`config.mk`:
```
export PLATFORM = sky130hd
export DESIGN_NAME = psab_ctrl
export DESIGN_NICKNAME = d
export VERILOG_FILES = /design/src/rtl/psab_pkg.sv /design/src/rtl/psab_ctrl.sv
export SDC_FILE = /design/constraint.sdc
export NUM_CORES = 1
export LEC_CHECK = 0
export CAP_MARGIN = 20
export CORE_AREA = 2 2 39 41
export CTS_CLUSTER_SIZE = 25
export DETAILED_ROUTE_END_ITERATION = 8
export DIE_AREA = 0 0 41 43
export DONT_BUFFER_PORTS = 1
export SYNTH_ARGS = -nofsm -noshare
export SYNTH_HDL_FRONTEND = slang
export SYNTH_SLANG_ARGS = --single-unit
```
`constraint.sdc`:
```
create_clock -name clk -period 2.8 [get_ports clk]
set_input_delay 0.14 -clock clk [delete_from_list [all_inputs] [get_ports clk]]
set_output_delay 0.14 -clock clk [all_outputs]
set_load 0.005 [all_outputs]
```
`src/rtl/psab_pkg.sv`:
```
`default_nettype none

package psab_pkg;

  // frame store geometry
  localparam int STORE_BYTES = 262144;
  localparam int BANKS       = 4;
  localparam int BANK_DEPTH  = STORE_BYTES / BANKS;
  localparam int ROW_W       = $clog2(BANK_DEPTH);
  localparam int ADDR_W      = 32;

  // request codes
  localparam logic [1:0] OP_OPAQUE = 2'd0;
  localparam logic [1:0] OP_ALPHA  = 2'd1;
  localparam logic [1:0] OP_READ   = 2'd2;
  localparam logic [1:0] OP_NONE   = 2'd3;

  // register indexes
  localparam logic [1:0] CFG_VIS_COLS        = 2'd0;
  localparam logic [1:0] CFG_VIS_ROWS        = 2'd1;
  localparam logic [1:0] CFG_ROW_PITCH       = 2'd2;
  localparam logic [1:0] CFG_BYTES_PER_PIXEL = 2'd3;

  // register reset values
  localparam logic [12:0] RST_VIS_COLS        = 13'd1024;
  localparam logic [12:0] RST_VIS_ROWS        = 13'd768;
  localparam logic [14:0] RST_ROW_PITCH       = 15'd4096;
  localparam logic [2:0]  RST_BYTES_PER_PIXEL = 3'd4;

  localparam logic [7:0] ALPHA_OPAQUE = 8'hff;
  localparam logic [7:0] ALPHA_CLEAR  = 8'h00;

  typedef enum logic [2:0] {
    ST_CLEAR,
    ST_IDLE,
    ST_MUL,
    ST_ADDR,
    ST_READ,
    ST_BLEND,
    ST_WRITE,
    ST_DONE
  } state_t;

  // controller to datapath
  typedef struct packed {
    logic clear_en;
    logic load_in;
    logic mem_rd;
    logic load_blend;
    logic mem_wr;
    logic load_out;
  } cmd_t;

  // datapath to controller
  typedef struct packed {
    logic clear_last;
    logic skip;
    logic do_write;
    logic out_room;
  } status_t;

  // ((a+1)*fg + (256-a)*bg) >> 8, always fits in a byte
  function automatic logic [7:0] mix_channel(logic [7:0] a, logic [7:0] fg, logic [7:0] bg);
    logic [8:0]  wf;
    logic [8:0]  wb;
    logic [17:0] sum;
    wf  = {1'b0, a} + 9'd1;
    wb  = 9'd256 - {1'b0, a};
    sum = 18'(wf * {1'b0, fg}) + 18'(wb * {1'b0, bg});
    return sum[15:8];
  endfunction

endpackage

`default_nettype wire

```
`src/rtl/psab_ctrl.sv`:
```
`default_nettype none

module psab_ctrl
  import psab_pkg::*;
(
  input  wire logic    clk,
  input  wire logic    rst,
  input  wire logic    in_valid,
  output logic         in_ready,
  input  wire status_t status,
  output cmd_t         cmd
);

  state_t state;
  state_t state_next;

  // state register
  always_ff @(posedge clk) begin
    if (rst) begin
      state <= ST_CLEAR;
    end else begin
      state <= state_next;
    end
  end

  // next state and commands
  always_comb begin
    state_next = state;
    cmd        = '0;
    in_ready   = 1'b0;
    unique case (state)
      ST_CLEAR: begin
        cmd.clear_en = 1'b1;
        if (status.clear_last) begin
          state_next = ST_IDLE;
        end
      end
      ST_IDLE: begin
        in_ready = 1'b1;
        if (in_valid) begin
          cmd.load_in = 1'b1;
          state_next  = ST_MUL;
        end
      end
      ST_MUL: begin
        state_next = ST_ADDR;
      end
      ST_ADDR: begin
        state_next = ST_READ;
      end
      ST_READ: begin
        if (status.skip) begin
          state_next = ST_DONE;
        end else begin
          cmd.mem_rd = 1'b1;
          state_next = ST_BLEND;
        end
      end
      ST_BLEND: begin
        cmd.load_blend = 1'b1;
        state_next     = ST_WRITE;
      end
      ST_WRITE: begin
        cmd.mem_wr = status.do_write;
        state_next = ST_DONE;
      end
      ST_DONE: begin
        if (status.out_room) begin
          cmd.load_out = 1'b1;
          state_next   = ST_IDLE;
        end
      end
      default: begin
        state_next = ST_IDLE;
      end
    endcase
  end

endmodule

`default_nettype wire

```
Word-level counts from Yosys, hierarchy flattened
Cells that the tools add are included.
- flip-flop bits (word level): 3
- bits in latches: 0
- bits in writable memories: 0
- bits in read-only memories: 0
- input port bits: 7
- output and inout bits: 7
- logic and storage cells: 28
- memories kept: 0
- add/subtract/negate cells: 0
- multiply operators: 0
- div/mod/pow operators: 0
- $lt $le $gt $ge: 0
- eq/ne operators: 10
- shifts and indexed selects: 0
- muxes and demuxes: 15
- bitwise operators: 0
- reduce and logical (&&, ||, !) cells: 2
- operators with widths (kind ; count):
    one-hot mux 3 bit (8 select lines) ; 1
    equality test 3 bit (second input constant) ; 4
    2-to-1 mux 1 bit ; 10
    2-to-1 mux 3 bit ; 3
    equality test 3 x 2 -> 1 bit (second input constant) ; 2
    inequality test 2 bit (second input constant) ; 3
    equality test 3 x 1 -> 1 bit (second input constant) ; 1
    logical NOT 3 bit ; 1
    AND reduction 3 bit ; 1
    2-to-1 mux 2 bit ; 1

Longest topological paths before layout
- depth after elaboration: 3
- mapped depth: 4

Worst setup path after synthesis
OpenSTA, ideal clock, no wires.
- path type: flip-flop to flip-flop
- from: reg state[2]
- to: reg state[0]
- arrival: 938 ps
- data required time: 2680 ps
- slack: 1742 ps
- stages on the path, launching flop included: 5
- path buffers: 1
- clock period less this slack: 1058 ps
- path through: dfxtp_1 buf_6 or3_1 a21oi_1 nor3_1
- word-level cells in the longest chain between the ends: 3
- ends and longest elaborated chain (element ; RTL line ; source):
    start, declared ; psab_ctrl.sv:14 ; state_t state;
    start signal, assigned ; psab_ctrl.sv:22 ; state <= state_next;
    equality test 3 bit (tied with other cells) ; psab_ctrl.sv:31 ; unique case (state)
    inequality test 2 bit (no source line) ; n/a ;
    AND reduction 3 bit (no source line) ; n/a ;
Parallel ways exist; a longest one is shown, timed or not.
A chain may end at the register's enable or synchronous reset.

==> results.md <==
* Status: completed
* CTS clk-pin slew, worst paths at 40 ps
* Initial core utilization at 0.156
* Synth warn at 0
* Fill cells at 160
* Fin. Hold Viols at 0
* Mapped Cells at 28
* Net Switching at 0.0000472 W
* Biggest register: state
* Via density at 4.48
* Worst setup path category: register to output pin
* Met2 Wirelength at 233 µm
* Slew @ Worst Pin at 380 ps
* Worst setup EP type: output pin
* Worst skew pair latency at 230 ps
* Root buffer cell: clkbuf_4
* Final Critical Period at 1280 ps
* Slew Limit Fails at 0
* P&R area growth vs syn at 15.0%
* Met1 WL at 224 µm
* Setup_tns at 0 ps
* Sequential Power Share at 0.374
* CTS max path bufs at 2
* Syn Area/Cell at 7.73 µm²
* Comb pwr share at 0.155
* TritonCTS clock tree: yes
* Total GRT Usage at 0.0721
* CTS Buf Count at 3
* Nets at 38
* Hold-fix buffers at CTS at 1
* Setup ws final at 1520 ps
* First-pass GRT wire length at 779 µm
* GRT overflow at 0
* Net Sw Frac at 0.290
* Sequential element share of the synthesized area at 0.277
* # DRC at 0
* Crit share post-route at 0.458
* Io pins at 14
* CTS resizes at 0
* Core area at 0.00138 mm²
* Num rows at 14
* Post-Syn Nets at 35
* Clock Power Share at 0.471
* Max-cap violation count at 0
* Die X at 41 µm
* Worst Path Required at 2660 ps
* Detailed placement HPWL at 390 µm
* Arrival @ worst endpoint at 1140 ps
* Die Height at 43 µm
* Routed WL at 514 µm
* DR iter-0 viols at 0
* Final ANT Viol Nets at 0
* Biggest regs: state x3
* CTS Sinks at 3
* Met3 WL at 56 µm
* Setup Buffers After CTS at 0
* Layout cells sized above 1 at 0.133
* Most frequent cells in the layout: 4 x nor2_1, 3 x nand2_1, 3 x nor3_1, 3 x clkbuf_4, 3 x dfxtp_1
* Commonest non-fill, non-tap cell in the layout: nor2_1
* Hold Crit Class: primary input to register
* Top sig layer: met3
* Slew headroom at 0.746
* Post-synthesis cell type count at 18
* Vias in the first global route at 171
* DR WL/cell at 11.2 µm
* Gpl congestion at 0.670
* Dpl ws at 1680 ps
* Synth Cell Area at 216 µm²
* Antenna diodes at 0
* Final setup viols at 0
* VDD IR max at 144 µV
* Final core occ at 0.180
* Cell Int Power at 0.000115 W
* Register bit total from synthesis at 3
* Via count at 206
* TritonRoute pass-1 iters at 1
* Power per cell area at 653 mW/mm²
* Initial antenna violation count at 0
* Pin count of the biggest net entering global routing at 14
* Setup Skew at 1.62 ps
* RSZ-0062 raised after global routing: false
* # port buffers at 0
* Crit start category: register
* Full die area at 0.00176 mm²
* Maximum clock rate at 779 MHz
* Max reg flops at 3
* H-tree levels at 1
* Worst-path fanout max at 13
* Leakage power at 0.0858 nW
==> synth_stat cells <==
| cell type | number | area [µm²] |
|---|---|---|
| buf_2 | 1 | 5.00 |
| dfxtp_1 | 3 | 60.1 |
| buf_6 | 1 | 11.3 |
| buf_4 | 1 | 7.51 |
| or3_1 | 1 | 6.26 |
| a21oi_1 | 2 | 10.0 |
| xnor2_1 | 1 | 8.76 |
| nor4b_1 | 1 | 8.76 |
| nor3_1 | 3 | 15.0 |
| a221oi_1 | 1 | 8.76 |
| and4b_2 | 1 | 11.3 |
| nor2_1 | 4 | 15.0 |
| and3_1 | 1 | 6.26 |
| mux2i_1 | 1 | 10.0 |
| and2_1 | 1 | 6.26 |
| nor3b_1 | 1 | 7.51 |
| nand2_1 | 3 | 11.3 |
| o211ai_1 | 1 | 7.51 |
==> final timing paths <==
check | from | end | cells past startpoint | slack, ps
setup reg to reg | state[0]$_SDFFE_PP0P_ | state[0]$_SDFFE_PP0P_ | 3 | 1670
hold reg to reg | state[2]$_SDFFE_PP0P_ | state[1]$_SDFFE_PP0P_ | 2 | 610
setup / recovery | state[0]$_SDFFE_PP0P_ | cmd[0] | 2 | 1520
hold / removal | status[0] | state[1]$_SDFFE_PP0P_ | 3 | 150
==> worst max-delay path, cell delays in order (launching register included) <==
cell     delay [ps]
dfxtp_1         540
nand2_1         160
nor2_1          210
==> layout make-up <==
| cell class | count | area (µm²) | area share |
|---|---|---|---|
| multi-input cells | 22 | 133 | 0.533 |
| flip-flops and latches | 3 | 60.1 | 0.241 |
| clock buffers | 4 | 26.3 | 0.106 |
| well taps | 16 | 20.0 | 0.0804 |
| repair buffers | 1 | 10.0 | 0.0402 |
==> logic make-up after synthesis <==
family                 Yosys count  share of synthesized area
XOR/XNOR                         1                     0.0405
AND/OR/NAND/NOR                 16                      0.405
AO/OA/AOI/OAI                    4                      0.121
multiplexers                     1                     0.0462
flip-flops                       3                      0.277
buffers and inverters            3                      0.110
==> power groups by stage <==
| stage | clock [W] | sequential [W] | combinational (W) |
|---|---|---|---|
| 5_1_grt | 0.0000868 | 0.0000622 | 0.0000284 |
| 2_1_floorplan | 0 | 0.0000509 | 0.0000343 |
| 4_1_cts | 0.0000812 | 0.0000604 | 0.0000256 |
| 3_3_place_gp | 0 | 0.0000608 | 0.0000230 |
| 3_5_place_dp | 0 | 0.0000610 | 0.0000241 |
| 6_report | 0.0000766 | 0.0000607 | 0.0000252 |
==> routing by layer <==
layer,vias to the layer above,track usage
met1,95,0.0799
met3,0,0.0681
met2,6,0.0688
met4,0,0.0800
met5,-,0
li1,105,-
==> metrics by stage <==
stage | hold WS, ps | cell area [µm²] | cells | total power [W]
floorplan | 219 | 216 | 28 | 0.0000852
detailed placement | 222 | 213 | 41 | 0.0000851
global route | 168 | 249 | 46 | 0.000177
CTS | 142 | 249 | 46 | 0.000167
global placement | 221 | 213 | 41 | 0.0000838
finish | 149 | 249 | 46 | 0.000163
(Power assumes the default switching activity.)
